**src/hw/rtl/dtq_pkg.sv**
```systemverilog
// Shared types and constants for the deadline timer queue.
package dtq_pkg;

  localparam int unsigned DEADLINE_W = 64;
  localparam int unsigned HANDLE_W   = 32;
  localparam int unsigned DELAY_W    = 32;
  localparam int unsigned ORDER_W    = 32;
  localparam int unsigned LEFT_W     = 5;

  // most entries one release request may pop
  localparam logic [4:0] MAX_OUT = 5'd16;

  typedef enum logic [1:0] {
    KIND_SCHEDULE = 2'd0,
    KIND_RELEASE  = 2'd1,
    KIND_CLEAR    = 2'd2,
    KIND_NONE     = 2'd3
  } kind_t;

  typedef enum logic [2:0] {
    ST_ACCEPTED = 3'd0,
    ST_RELEASED = 3'd1,
    ST_NONE_DUE = 3'd2,
    ST_FULL     = 3'd3,
    ST_CLEARED  = 3'd4
  } status_t;

  typedef enum logic [1:0] {
    RD_HOLE = 2'd0,
    RD_SCAN = 2'd1,
    RD_HEAD = 2'd2
  } rd_src_t;

  typedef struct packed {
    logic [DEADLINE_W-1:0] deadline;
    logic [HANDLE_W-1:0]   owner;
    logic [HANDLE_W-1:0]   job;
    logic [ORDER_W-1:0]    order;
  } entry_t;

  typedef struct packed {
    logic    load_in;
    logic    ins_start;
    logic    ins_shift;
    logic    ins_place;
    logic    scan_start;
    logic    scan_hit;
    logic    pop_emit;
    logic    resp_load;
    logic    clear;
    logic    rd_en;
    rd_src_t rd_src;
    status_t resp_status;
  } cmd_t;

  typedef struct packed {
    kind_t kind;
    logic  full;
    logic  k_zero;
    logic  shift_needed;
    logic  rd_due;
    logic  scan_more;
    logic  due_zero;
    logic  last_pop;
    logic  out_free;
  } sts_t;

endpackage

```
**src/hw/rtl/dtq_ram.sv**
```systemverilog
// Generic single-write, single-read RAM with registered read data.
module dtq_ram #(
  parameter int unsigned WIDTH = 160,
  parameter int unsigned DEPTH = 16
) (
  input  logic                     clk,
  input  logic                     wr_en,
  input  logic [$clog2(DEPTH)-1:0] wr_addr,
  input  logic [WIDTH-1:0]         wr_data,
  input  logic                     rd_en,
  input  logic [$clog2(DEPTH)-1:0] rd_addr,
  output logic [WIDTH-1:0]         rd_data
);

  logic [WIDTH-1:0] mem [DEPTH];
  logic [WIDTH-1:0] rd_data_r;

  always_ff @(posedge clk) begin
    if (wr_en) begin
      mem[wr_addr] <= wr_data;
    end
    if (rd_en) begin
      rd_data_r <= mem[rd_addr];
    end
  end

  assign rd_data = rd_data_r;

endmodule

```
**src/hw/rtl/dtq_datapath.sv**
```systemverilog
// Datapath: request capture, ring pointers, entry memory and result register.
module dtq_datapath #(
  parameter int unsigned CAPACITY = 16
) (
  input  logic                      clk,
  input  logic                      rst_n,
  input  dtq_pkg::cmd_t             cmd,
  output dtq_pkg::sts_t             sts,
  input  logic [1:0]                in_kind,
  input  logic [31:0]               in_delay_ticks,
  input  logic [63:0]               in_current_time,
  input  logic [31:0]               in_owner_handle,
  input  logic [31:0]               in_job_handle,
  output logic                      out_valid,
  input  logic                      out_ready,
  output logic [2:0]                out_status,
  output logic [31:0]               out_owner,
  output logic [31:0]               out_job,
  output logic [63:0]               out_deadline,
  output logic [4:0]                out_entries_left,
  output logic                      out_last
);
  import dtq_pkg::*;

  localparam int unsigned IDX_W = $clog2(CAPACITY);
  localparam int unsigned CNT_W = $clog2(CAPACITY + 1);
  localparam int unsigned CMP_W = CNT_W + LEFT_W;

  function automatic logic [IDX_W-1:0] idx_inc(input logic [IDX_W-1:0] p);
    idx_inc = (p == IDX_W'(CAPACITY - 1)) ? '0 : p + 1'b1;
  endfunction

  function automatic logic [IDX_W-1:0] idx_dec(input logic [IDX_W-1:0] p);
    idx_dec = (p == '0) ? IDX_W'(CAPACITY - 1) : p - 1'b1;
  endfunction

  // captured request
  kind_t                 kind_r;
  logic [DEADLINE_W-1:0] new_deadline_r;
  logic [DEADLINE_W-1:0] now_r;
  logic [HANDLE_W-1:0]   new_owner_r;
  logic [HANDLE_W-1:0]   new_job_r;

  // ring state
  logic [IDX_W-1:0]   head_r, head_nxt;
  logic [CNT_W-1:0]   count_r, count_nxt;
  logic [ORDER_W-1:0] seq_r, seq_nxt;

  // walk state
  logic [IDX_W-1:0] hole_r, hole_nxt;
  logic [CNT_W-1:0] k_r, k_nxt;
  logic [IDX_W-1:0] scan_idx_r, scan_idx_nxt;
  logic [4:0]       scan_n_r, scan_n_nxt;

  // result register
  logic                  out_valid_r, out_valid_nxt;
  status_t               out_status_r;
  logic [HANDLE_W-1:0]   out_owner_r;
  logic [HANDLE_W-1:0]   out_job_r;
  logic [DEADLINE_W-1:0] out_deadline_r;
  logic [LEFT_W-1:0]     out_left_r;
  logic                  out_last_r;

  logic [DEADLINE_W:0]   sum;
  logic [DEADLINE_W-1:0] sat_deadline;
  logic [CNT_W:0]        tail_sum;
  logic [IDX_W-1:0]      tail;
  logic [IDX_W-1:0]      rd_addr;
  logic [IDX_W-1:0]      wr_addr;
  logic                  wr_en;
  entry_t                wr_entry;
  entry_t                rd_entry;
  logic [$bits(entry_t)-1:0] rd_raw;
  logic [CNT_W-1:0]      left_cnt;
  logic [CMP_W-1:0]      left_ext;
  logic [CMP_W-1:0]      scan_ext;
  logic [CMP_W-1:0]      count_ext;

  // saturating deadline
  assign sum          = {1'b0, in_current_time} + {{(DEADLINE_W - DELAY_W + 1){1'b0}}, in_delay_ticks};
  assign sat_deadline = sum[DEADLINE_W] ? '1 : sum[DEADLINE_W-1:0];

  // slot just past the entry with the latest deadline
  assign tail_sum = {1'b0, (CNT_W)'(head_r)} + {1'b0, count_r};
  assign tail     = (tail_sum >= (CNT_W + 1)'(CAPACITY)) ?
                    IDX_W'(tail_sum - (CNT_W + 1)'(CAPACITY)) : IDX_W'(tail_sum);

  always_comb begin
    case (cmd.rd_src)
      RD_HOLE: rd_addr = idx_dec(hole_r);
      RD_SCAN: rd_addr = scan_idx_r;
      RD_HEAD: rd_addr = head_r;
      default: rd_addr = head_r;
    endcase
  end

  assign rd_entry = entry_t'(rd_raw);
  assign wr_en    = cmd.ins_shift | cmd.ins_place;
  assign wr_addr  = hole_r;

  always_comb begin
    if (cmd.ins_shift) begin
      wr_entry = rd_entry;
    end else begin
      wr_entry.deadline = new_deadline_r;
      wr_entry.owner    = new_owner_r;
      wr_entry.job      = new_job_r;
      wr_entry.order    = seq_r;
    end
  end

  dtq_ram #(
    .WIDTH ($bits(entry_t)),
    .DEPTH (CAPACITY)
  ) u_ram (
    .clk     (clk),
    .wr_en   (wr_en),
    .wr_addr (wr_addr),
    .wr_data (wr_entry),
    .rd_en   (cmd.rd_en),
    .rd_addr (rd_addr),
    .rd_data (rd_raw)
  );

  always_ff @(posedge clk) begin
    if (cmd.load_in) begin
      kind_r         <= kind_t'(in_kind);
      new_deadline_r <= sat_deadline;
      now_r          <= in_current_time;
      new_owner_r    <= in_owner_handle;
      new_job_r      <= in_job_handle;
    end
  end

  always_comb begin
    head_nxt     = head_r;
    count_nxt    = count_r;
    seq_nxt      = seq_r;
    hole_nxt     = hole_r;
    k_nxt        = k_r;
    scan_idx_nxt = scan_idx_r;
    scan_n_nxt   = scan_n_r;
    if (cmd.clear) begin
      count_nxt = '0;
    end
    if (cmd.ins_start) begin
      hole_nxt = tail;
      k_nxt    = count_r;
    end
    if (cmd.ins_shift) begin
      hole_nxt = idx_dec(hole_r);
      k_nxt    = k_r - 1'b1;
    end
    if (cmd.ins_place) begin
      count_nxt = count_r + 1'b1;
      seq_nxt   = seq_r + 1'b1;
    end
    if (cmd.scan_start) begin
      scan_idx_nxt = head_r;
      scan_n_nxt   = '0;
    end
    if (cmd.scan_hit) begin
      scan_idx_nxt = idx_inc(scan_idx_r);
      scan_n_nxt   = scan_n_r + 1'b1;
    end
    if (cmd.pop_emit) begin
      head_nxt   = idx_inc(head_r);
      count_nxt  = count_r - 1'b1;
      scan_n_nxt = scan_n_r - 1'b1;
    end
  end

  always_ff @(posedge clk) begin
    if (!rst_n) begin
      head_r      <= '0;
      count_r     <= '0;
      seq_r       <= '0;
      out_valid_r <= 1'b0;
    end else begin
      head_r      <= head_nxt;
      count_r     <= count_nxt;
      seq_r       <= seq_nxt;
      out_valid_r <= out_valid_nxt;
    end
  end

  always_ff @(posedge clk) begin
    hole_r     <= hole_nxt;
    k_r        <= k_nxt;
    scan_idx_r <= scan_idx_nxt;
    scan_n_r   <= scan_n_nxt;
  end

  // result register
  assign left_cnt = cmd.pop_emit ? count_r - 1'b1 : count_r;
  assign left_ext = {{LEFT_W{1'b0}}, left_cnt};

  always_comb begin
    out_valid_nxt = out_valid_r;
    if (cmd.pop_emit || cmd.resp_load) begin
      out_valid_nxt = 1'b1;
    end else if (out_ready) begin
      out_valid_nxt = 1'b0;
    end
  end

  always_ff @(posedge clk) begin
    if (cmd.pop_emit) begin
      out_status_r   <= ST_RELEASED;
      out_owner_r    <= rd_entry.owner;
      out_job_r      <= rd_entry.job;
      out_deadline_r <= rd_entry.deadline;
      out_left_r     <= left_ext[LEFT_W-1:0];
      out_last_r     <= (scan_n_r == 5'd1);
    end else if (cmd.resp_load) begin
      out_status_r   <= cmd.resp_status;
      out_owner_r    <= '0;
      out_job_r      <= '0;
      out_deadline_r <= '0;
      out_left_r     <= left_ext[LEFT_W-1:0];
      out_last_r     <= 1'b1;
    end
  end

  assign out_valid        = out_valid_r;
  assign out_status       = out_status_r;
  assign out_owner        = out_owner_r;
  assign out_job          = out_job_r;
  assign out_deadline     = out_deadline_r;
  assign out_entries_left = out_left_r;
  assign out_last         = out_last_r;

  // status to controller
  assign scan_ext  = {{CNT_W{1'b0}}, scan_n_r};
  assign count_ext = {{LEFT_W{1'b0}}, count_r};

  assign sts.kind         = kind_r;
  assign sts.full         = (count_r == CNT_W'(CAPACITY));
  assign sts.k_zero       = (k_r == '0);
  assign sts.shift_needed = (rd_entry.deadline > new_deadline_r);
  assign sts.rd_due       = (rd_entry.deadline <= now_r);
  assign sts.scan_more    = (scan_n_r != MAX_OUT) && (scan_ext < count_ext);
  assign sts.due_zero     = (scan_n_r == '0);
  assign sts.last_pop     = (scan_n_r == 5'd1);
  assign sts.out_free     = !out_valid_r || out_ready;

endmodule

```
**src/hw/rtl/dtq_ctrl.sv**
```systemverilog
// Controller: sequences insert walks, release scans and pops, and responses.
module dtq_ctrl (
  input  logic          clk,
  input  logic          rst_n,
  input  logic          in_valid,
  output logic          in_ready,
  input  dtq_pkg::sts_t sts,
  output dtq_pkg::cmd_t cmd
);
  import dtq_pkg::*;

  typedef enum logic [8:0] {
    S_IDLE     = 9'b000000001,
    S_DECODE   = 9'b000000010,
    S_INS_RD   = 9'b000000100,
    S_INS_CMP  = 9'b000001000,
    S_SCAN_RD  = 9'b000010000,
    S_SCAN_CMP = 9'b000100000,
    S_POP_RD   = 9'b001000000,
    S_POP_OUT  = 9'b010000000,
    S_RESP     = 9'b100000000
  } state_t;

  state_t  state_r, state_nxt;
  status_t resp_r, resp_nxt;

  always_comb begin
    state_nxt = state_r;
    resp_nxt  = resp_r;
    cmd       = '0;
    cmd.rd_src      = RD_HEAD;
    cmd.resp_status = resp_r;
    in_ready  = 1'b0;

    case (state_r)
      S_IDLE: begin
        in_ready = 1'b1;
        if (in_valid) begin
          cmd.load_in = 1'b1;
          state_nxt   = S_DECODE;
        end
      end
      S_DECODE: begin
        case (sts.kind)
          KIND_SCHEDULE: begin
            if (sts.full) begin
              resp_nxt  = ST_FULL;
              state_nxt = S_RESP;
            end else begin
              cmd.ins_start = 1'b1;
              state_nxt     = S_INS_RD;
            end
          end
          KIND_RELEASE: begin
            cmd.scan_start = 1'b1;
            state_nxt      = S_SCAN_RD;
          end
          KIND_CLEAR: begin
            cmd.clear = 1'b1;
            resp_nxt  = ST_CLEARED;
            state_nxt = S_RESP;
          end
          default: state_nxt = S_IDLE;
        endcase
      end
      S_INS_RD: begin
        if (sts.k_zero) begin
          cmd.ins_place = 1'b1;
          resp_nxt      = ST_ACCEPTED;
          state_nxt     = S_RESP;
        end else begin
          cmd.rd_en  = 1'b1;
          cmd.rd_src = RD_HOLE;
          state_nxt  = S_INS_CMP;
        end
      end
      S_INS_CMP: begin
        if (sts.shift_needed) begin
          cmd.ins_shift = 1'b1;
          state_nxt     = S_INS_RD;
        end else begin
          cmd.ins_place = 1'b1;
          resp_nxt      = ST_ACCEPTED;
          state_nxt     = S_RESP;
        end
      end
      S_SCAN_RD: begin
        if (sts.scan_more) begin
          cmd.rd_en  = 1'b1;
          cmd.rd_src = RD_SCAN;
          state_nxt  = S_SCAN_CMP;
        end else if (sts.due_zero) begin
          resp_nxt  = ST_NONE_DUE;
          state_nxt = S_RESP;
        end else begin
          state_nxt = S_POP_RD;
        end
      end
      S_SCAN_CMP: begin
        if (sts.rd_due) begin
          cmd.scan_hit = 1'b1;
          state_nxt    = S_SCAN_RD;
        end else if (sts.due_zero) begin
          resp_nxt  = ST_NONE_DUE;
          state_nxt = S_RESP;
        end else begin
          state_nxt = S_POP_RD;
        end
      end
      S_POP_RD: begin
        cmd.rd_en  = 1'b1;
        cmd.rd_src = RD_HEAD;
        state_nxt  = S_POP_OUT;
      end
      S_POP_OUT: begin
        if (sts.out_free) begin
          cmd.pop_emit = 1'b1;
          state_nxt    = sts.last_pop ? S_IDLE : S_POP_RD;
        end
      end
      S_RESP: begin
        if (sts.out_free) begin
          cmd.resp_load = 1'b1;
          state_nxt     = S_IDLE;
        end
      end
      default: state_nxt = S_IDLE;
    endcase
  end

  always_ff @(posedge clk) begin
    if (!rst_n) begin
      state_r <= S_IDLE;
      resp_r  <= ST_ACCEPTED;
    end else begin
      state_r <= state_nxt;
      resp_r  <= resp_nxt;
    end
  end

endmodule

```
**src/hw/rtl/deadline_timer_queue.sv**
```systemverilog
// Deadline timer queue: a bounded store of timed entries released earliest first.
//
// Usage and timing. The block holds up to CAPACITY entries in one RAM used as
// a ring, kept sorted by deadline (ties in arrival order), earliest deadline at
// the head. A schedule request (kind 0) stores owner and job with deadline =
// current_time + delay_ticks, saturating at the all-ones value, and answers
// with one accepted result, or one full-refused result when the store is full.
// A release request (kind 1) pops every entry whose deadline is not after
// current_time, at most 16 per request, as released results earliest first,
// the final one flagged by last; with nothing due it gives one none-due result.
// A clear request (kind 2) empties the store and answers once; kind 3 is
// dropped without a result. entries_left is the stored count after the
// result, modulo 32. One request is worked at a time; in_ready is high only
// between requests. Each entry that is examined is read from the entry RAM,
// which has a single read port, in a read state and then checked in a
// compare state. A schedule walks down from the tail, sliding each stored
// entry with a later deadline up one slot, and writes the new entry into
// the hole where the walk stops; a full store is refused without a walk.
// A release scans from the head until it meets an entry that is not yet
// due, has counted 16 due entries or has examined every stored entry, then
// pops the due entries from the head one by one, each read and then emitted.
// Results sit in an output register, so a stalled consumer only delays the
// request that is trying to emit.
module deadline_timer_queue #(
  parameter int unsigned CAPACITY = 16
) (
  input  logic        clk,
  input  logic        rst_n,
  // request channel
  input  logic        in_valid,
  output logic        in_ready,
  input  logic [1:0]  in_kind,
  input  logic [31:0] in_delay_ticks,
  input  logic [63:0] in_current_time,
  input  logic [31:0] in_owner_handle,
  input  logic [31:0] in_job_handle,
  // result channel
  output logic        out_valid,
  input  logic        out_ready,
  output logic [2:0]  out_status,
  output logic [31:0] out_owner,
  output logic [31:0] out_job,
  output logic [63:0] out_deadline,
  output logic [4:0]  out_entries_left,
  output logic        out_last
);
  import dtq_pkg::*;

  cmd_t cmd;
  sts_t sts;

  // sequencer: decode, insertion walk, due scan, pop loop, single response
  dtq_ctrl u_ctrl (
    .clk      (clk),
    .rst_n    (rst_n),
    .in_valid (in_valid),
    .in_ready (in_ready),
    .sts      (sts),
    .cmd      (cmd)
  );

  // pointers, counters, entry RAM and result register
  dtq_datapath #(
    .CAPACITY (CAPACITY)
  ) u_datapath (
    .clk              (clk),
    .rst_n            (rst_n),
    .cmd              (cmd),
    .sts              (sts),
    .in_kind          (in_kind),
    .in_delay_ticks   (in_delay_ticks),
    .in_current_time  (in_current_time),
    .in_owner_handle  (in_owner_handle),
    .in_job_handle    (in_job_handle),
    .out_valid        (out_valid),
    .out_ready        (out_ready),
    .out_status       (out_status),
    .out_owner        (out_owner),
    .out_job          (out_job),
    .out_deadline     (out_deadline),
    .out_entries_left (out_entries_left),
    .out_last         (out_last)
  );

endmodule

```
**config.mk**
```make
export PLATFORM = sky130hd
export DESIGN_NAME = deadline_timer_queue
export DESIGN_NICKNAME = d
export VERILOG_FILES = /design/src/hw/rtl/dtq_pkg.sv /design/src/hw/rtl/dtq_ram.sv /design/src/hw/rtl/dtq_datapath.sv /design/src/hw/rtl/dtq_ctrl.sv /design/src/hw/rtl/deadline_timer_queue.sv
export SDC_FILE = /design/constraint.sdc
export NUM_CORES = 2
export LEC_CHECK = 0
export BUFFER_PORTS_ARGS = -buffer_cell sky130_fd_sc_hd__buf_2
export CORE_ASPECT_RATIO = 1.1
export CORE_MARGIN = 10
export CORE_UTILIZATION = 55
export CTS_BUF_LIST = sky130_fd_sc_hd__clkbuf_16
export DETAILED_ROUTE_END_ITERATION = 6
export HOLD_SLACK_MARGIN = 0.08
export PLACE_DENSITY_LB_ADDON = 0.08
export SYNTH_ARGS = -nofsm -noshare
export SYNTH_HDL_FRONTEND = slang
export SYNTH_HIERARCHICAL = 1
export SYNTH_SLANG_ARGS = --single-unit
```
**constraint.sdc**
```tcl
create_clock -name clk -period 15.5 [get_ports clk]
set_input_delay 2.325 -clock clk [delete_from_list [all_inputs] [get_ports clk]]
set_output_delay 2.325 -clock clk [all_outputs]
set_load 0.02 [all_outputs]
```
### Word level (Yosys, flattened, before mapping)

Memory sizes are Yosys's and may differ from the RTL's. A register that Yosys moved wholly into a read port is not among the register bits.
Cells that the tools add are included.

* reduce and logical (&&, ||, !) cells: 18
* add/subtract/negate cells: 12
* mux-type cells: 75
* order comparisons: 4
* equality and inequality tests: 26
* bitwise gates (word level): 1

Operators with widths (count)
* 2-to-1 mux 160 bit: 1
* 2-to-1 mux 64 bit: 2
* 2-to-1 mux 32 bit: 3
* 2-to-1 mux 9 bit: 9
* case mux 9 bit (9 select lines): 1
* adder 64 x 32 -> 65 bit: 1
* > comparator 64 bit: 1
* less-or-equal comparator 64 bit: 1
* 2-to-1 mux 5 bit: 11
* adder 32 x 1 -> 32 bit, second input constant: 1
* 2-to-1 mux 4 bit: 8
* case mux 9 bit (3 select lines): 1
* 2-to-1 mux 1 bit: 25
* 2-to-1 mux 3 bit: 8
* case mux 3 bit (5 select lines): 1
* subtractor 5 x 1 -> 5 bit, second input constant: 3
* != test 2 bit, second input constant: 7
* adder 5 x 1 -> 5 bit, second input constant: 2
* logical NOT 5 bit: 2
* equality test 9 x 1 -> 1 bit, second input constant: 1
* equality test 9 x 2 -> 1 bit, second input constant: 1
* equality test 9 x 3 -> 1 bit, second input constant: 1
* equality test 9 x 4 -> 1 bit, second input constant: 1
* equality test 9 x 5 -> 1 bit, second input constant: 1
* other kinds (32): 43

* memories kept: 1
* memory bits (writable): 2560
* output and inout bits: 139
* flip-flop bits (word level): 403
* logic and storage cells: 158

Memory list
* u_datapath.u_ram.mem: depth 16, width 160, read ports 1, clocked after memory_dff 1, wr ports 1, line dtq_ram.sv:15 `logic [WIDTH-1:0] mem [DEPTH];`

### Depth between registers and ports, before layout

* word-level depth: 7
* mapped depth: 20
* mapped depth without buffers: 16

### Cells and area by module

The synthesis kept the hierarchy.

By module, submodules not included
* dtq_ram: instances 1, cells each 4191, seq. area each 81678.3 um2, area an instance 100901.8 um2
* dtq_datapath: instances 1, cells each 2018, seq. area each 11290.8 um2, area an instance 22073.7 um2
* dtq_ctrl: instances 1, cells each 122, seq. area each 240.2 um2, area an instance 935.9 um2

### Least setup slack after synthesis

OpenSTA, ideal clock, no wires.

* kind: reg-to-reg
* from: reg u_datapath.u_ram.rd_data_r[153] (netlist: u_datapath/u_ram/rd_data[153]), read port of u_datapath.u_ram.mem
* to: mem u_datapath.u_ram.mem[0][0], enable pin
* data arrival time: 14584 ps
* data required time: 14625 ps
* stages on the path, launching flop included: 18
* period minus slack after synthesis: 15459 ps
* setup slack: 41 ps
* setup time: 875 ps
* path buffers: 3
* cell sequence: edfxtp_1 ha_1 nand4_1 or3_1 nor4_1 nand2_1 nor2_1 a211o_1 nor3_1 a21oi_1 nand2_1 nor3_1 clkbuf_1 clkbuf_1 clkbuf_1 or2_2 or3b_2 nor3_1

RTL lines
* start: declaration: line dtq_ram.sv:16 `logic [WIDTH-1:0] rd_data_r;`
* end: declaration: line dtq_ram.sv:15

==> flow_results.xml <==
<?xml version="1.0" encoding="UTF-8"?>
<metrics>
  <group name="global_routing">
    <metric name="largest_net_degree_at_the_start_of_global_routing" unit="">138</metric>
    <metric name="gr-total-overflow" unit="">0</metric>
    <metric name="first_global_vias" unit="">54094</metric>
    <metric name="grt.total_usage" unit="%">24.0</metric>
    <metric name="grt_antenna_before_repair" unit="">13</metric>
    <metric name="grt_first_pass_wirelength" unit="µm">363000</metric>
  </group>
  <group name="cts">
    <metric name="cts_htree_levels" unit="">4</metric>
    <metric name="cts_buffers" unit="">241</metric>
    <metric name="cts.reportedPaths.clkPinSlew" unit="ns">0.06</metric>
    <metric name="cts.repair_timing.setup_buffer_count" unit="">0</metric>
    <metric name="cts_root_buf" unit="">clkbuf_16</metric>
    <metric name="clk_latency" unit="ns">0.88</metric>
    <metric name="hold_buffers" unit="">0</metric>
    <metric name="clkSinkCount" unit="">2547</metric>
    <metric name="cts_tree" unit="">built</metric>
    <metric name="cts-resized-gates" unit="">0</metric>
    <metric name="clock_path_buffers" unit="">3</metric>
  </group>
  <group name="detailed_routing">
    <metric name="route.vias.total" unit="">52520</metric>
    <metric name="wirelength" unit="µm">246000</metric>
    <metric name="route.detailed.vias_per_inst" unit="">6.25</metric>
    <metric name="drtIter0Drc" unit="">5548</metric>
    <metric name="detailedRoute.firstPassIterationCount" unit="">5</metric>
    <metric name="route.detailed.drc" unit="">0</metric>
    <metric name="detail_route.wl_per_cell" unit="µm">29.3</metric>
    <metric name="detail-route-antenna-nets" unit="">0</metric>
  </group>
  <group name="yosys">
    <metric name="yosysWarnings" unit="">6</metric>
    <metric name="netlist_area" unit="mm²">0.102</metric>
    <metric name="postSynthNetCount" unit="">5697</metric>
    <metric name="syn_avg_cell_area" unit="µm²">19.1</metric>
    <metric name="syn_inst" unit="">5349</metric>
  </group>
  <group name="timing">
    <metric name="setup_slack" unit="ns">7.89</metric>
    <metric name="tightest_slew" unit="ns">1.44</metric>
    <metric name="rsz0062_at_grt" unit="">false</metric>
    <metric name="maxSlewViolCount" unit="">0</metric>
    <metric name="setup_viol" unit="">0</metric>
    <metric name="final_hold_viol_count" unit="">0</metric>
    <metric name="setup_total_negative_slack" unit="ns">0</metric>
    <metric name="max_clock_freq" unit="GHz">0.131</metric>
    <metric name="final.setup_skew" unit="ns">0.0273</metric>
    <metric name="period_share" unit="%">49.1</metric>
    <metric name="timing.final.crit_period" unit="ns">7.61</metric>
    <metric name="worst_slew_margin_rel" unit="%">3.45</metric>
  </group>
  <group name="die">
    <metric name="floorplan.die_area" unit="mm²">0.203</metric>
    <metric name="ios" unit="">305</metric>
    <metric name="dieHeight" unit="µm">472</metric>
    <metric name="die_x" unit="µm">431</metric>
    <metric name="coreArea" unit="mm²">0.184</metric>
    <metric name="floorplan.rows" unit="">165</metric>
    <metric name="initial_core_util" unit="%">55.4</metric>
  </group>
  <group name="setup_path">
    <metric name="critical_path_arrival" unit="ns">8.11</metric>
    <metric name="setup.worst_path.start_class" unit="">flop</metric>
    <metric name="sort_of_element_at_the_end_of_the_critical_path" unit="">flop</metric>
    <metric name="crit_path_required_time" unit="ns">16.00</metric>
    <metric name="critical_path.slowest_cell" unit="">nor2_4</metric>
    <metric name="timing.critical_path.slowest_cell_delay" unit="ns">0.92</metric>
    <metric name="critical_path.cell_chain" unit="">ha_1 &gt; nand4_1 &gt; or3_1 &gt; nor4_1 &gt; nand2_1 &gt; nor2_1 &gt; a211o_1 &gt; nor3_1 &gt; a21oi_1 &gt; nand2_1 &gt; nor3_2 &gt; or2_2 &gt; or3b_2 &gt; nor2_4 &gt; buf_4 &gt; buf_4</metric>
    <metric name="path_buf_inv" unit="">2</metric>
    <metric name="critical_path_peak_fanout" unit="">41</metric>
    <metric name="criticalPathCategory" unit="">reg2reg</metric>
    <metric name="critical_path.top_delay_family" unit="">simple AND/OR/NAND/NOR gates</metric>
  </group>
  <group name="final_layout">
    <metric name="drive_gt1_share" unit="%">25.0</metric>
    <metric name="post_layout_net_count" unit="">6115</metric>
    <metric name="seqCellArea" unit="mm²">0.0762</metric>
    <metric name="synthesis_to_finish_area_growth" unit="%">12.6</metric>
    <metric name="multi_input_gate_area" unit="mm²">0.0243</metric>
    <metric name="num-fill-cells" unit="">12926</metric>
  </group>
  <group name="flow_run">
    <metric name="max_cap_violations" unit="">0</metric>
  </group>
  <group name="outcome">
    <metric name="outcome" unit="">complete, no violations</metric>
  </group>
  <group name="place">
    <metric name="dp_worst_setup_slack" unit="ns">7.91</metric>
    <metric name="io_buffers" unit="">304</metric>
    <metric name="gpl.final_weighted_congestion" unit="">0.849</metric>
    <metric name="post-dp-hpwl" unit="µm">138000</metric>
  </group>
  <group name="power_and_ir_drop">
    <metric name="leakage" unit="nW">38.1</metric>
    <metric name="power_density" unit="mW/mm²">124</metric>
    <metric name="irDropWorstVdd" unit="mV">0.115</metric>
  </group>
  <group name="hold_path">
    <metric name="hp-class" unit="">reg2reg</metric>
  </group>
</metrics>
[power breakdown]
group,leakage [nW],switching [mW],internal [mW],total (mW)
Clock,4.06,2.56,3.40,5.96
Combinational,10.8,0.387,0.155,0.542
Sequential,23.2,0.0239,7.74,7.76
Total,38.1,2.97,11.3,14.3
[routing by layer]
metal  vias up  track usage (%)  wire (µm)
met2      2117             37.9     117000
met3       390             4.44      18900
met1     27543             34.4     103000
met4         2             7.47       7240
met5         -                0          5
li1      22468                -          -
[flip-flops by register name (all words and copies together), names as in the netlist, 9 cells and up]
register                   cells
u_ctrl/state_r                 9
u_datapath/out_job            32
u_datapath/now_r              64
u_datapath/u_ram/rd_data     128
u_datapath/out_deadline       64
u_datapath/new_owner_r        32
u_datapath/new_deadline_r     64
u_datapath/u_ram/mem        2048
u_datapath/new_job_r          32
u_datapath/out_owner          32
[layout by cell type, fill, tap and decap left out, types with 94 or more instances in the layout]
cell	count
mux4_2	476
ha_1	180
buf_4	147
o21ai_0	131
clkbuf_16	242
nand2_1	276
buf_2	304
and2_1	133
a22oi_1	219
edfxtp_1	2522
a21oi_1	94
inv_1	198
mux2_2	140
[worst paths after layout]
check	startpoint	endpoint	slack, ns	cells past startpoint
worst max-delay path	u_datapath/u_ram/rd_data[159]$_DFFE_PP_	u_datapath/u_ram/mem[3][85]$_DFFE_PP_	7.89	16
worst max register to register	u_datapath/u_ram/rd_data[159]$_DFFE_PP_	u_datapath/u_ram/mem[3][85]$_DFFE_PP_	7.89	16
worst min-delay path	u_ctrl/resp_r[2]$_SDFFE_PN0P_	u_ctrl/resp_r[2]$_SDFFE_PN0P_	0.46	2
worst min register to register	u_ctrl/resp_r[2]$_SDFFE_PN0P_	u_ctrl/resp_r[2]$_SDFFE_PN0P_	0.46	2
[stage by stage]
step / util [%] / instances / hold slack (ns) / area (µm²) / power, mW
2_1_floorplan: - / 5349 / 0.436 / 102000 / 8.22
3_3_place_gp: 58.0 / 7943 / 0.456 / 107000 / 8.43
3_5_place_dp: 58.0 / 7945 / 0.452 / 107000 / 8.44
4_1_cts: 62.4 / 8396 / 0.461 / 115000 / 14.4
5_1_grt: 62.4 / 8397 / 0.498 / 115000 / 14.7
6_report: 62.4 / 8398 / 0.458 / 115000 / 14.3
[final cells by class]
cell class / count / area share, %
diodes: 2 / 0.00435
clock buffers: 242 / 5.26
clock inverters: 209 / 1.74
inverters: 165 / 0.543
multi-input cells: 2350 / 21.1
flip-flops and latches: 2547 / 66.3
well taps: 2421 / 2.63
repair buffers: 462 / 2.46
[worst register-to-register path: stages, from the launching register on]
cell and delay, ns:
edfxtp_1 0.50, ha_1 0.35, nand4_1 0.13, or3_1 0.43, nor4_1 0.72, nand2_1 0.31
nor2_1 0.20, a211o_1 0.14, nor3_1 0.05, a21oi_1 0.81, nand2_1 0.20, nor3_2 0.20
or2_2 0.21, or3b_2 0.58, nor2_4 0.92, buf_4 0.85, buf_4 0.61
Note: power is estimated with default switching activity, not from simulation.
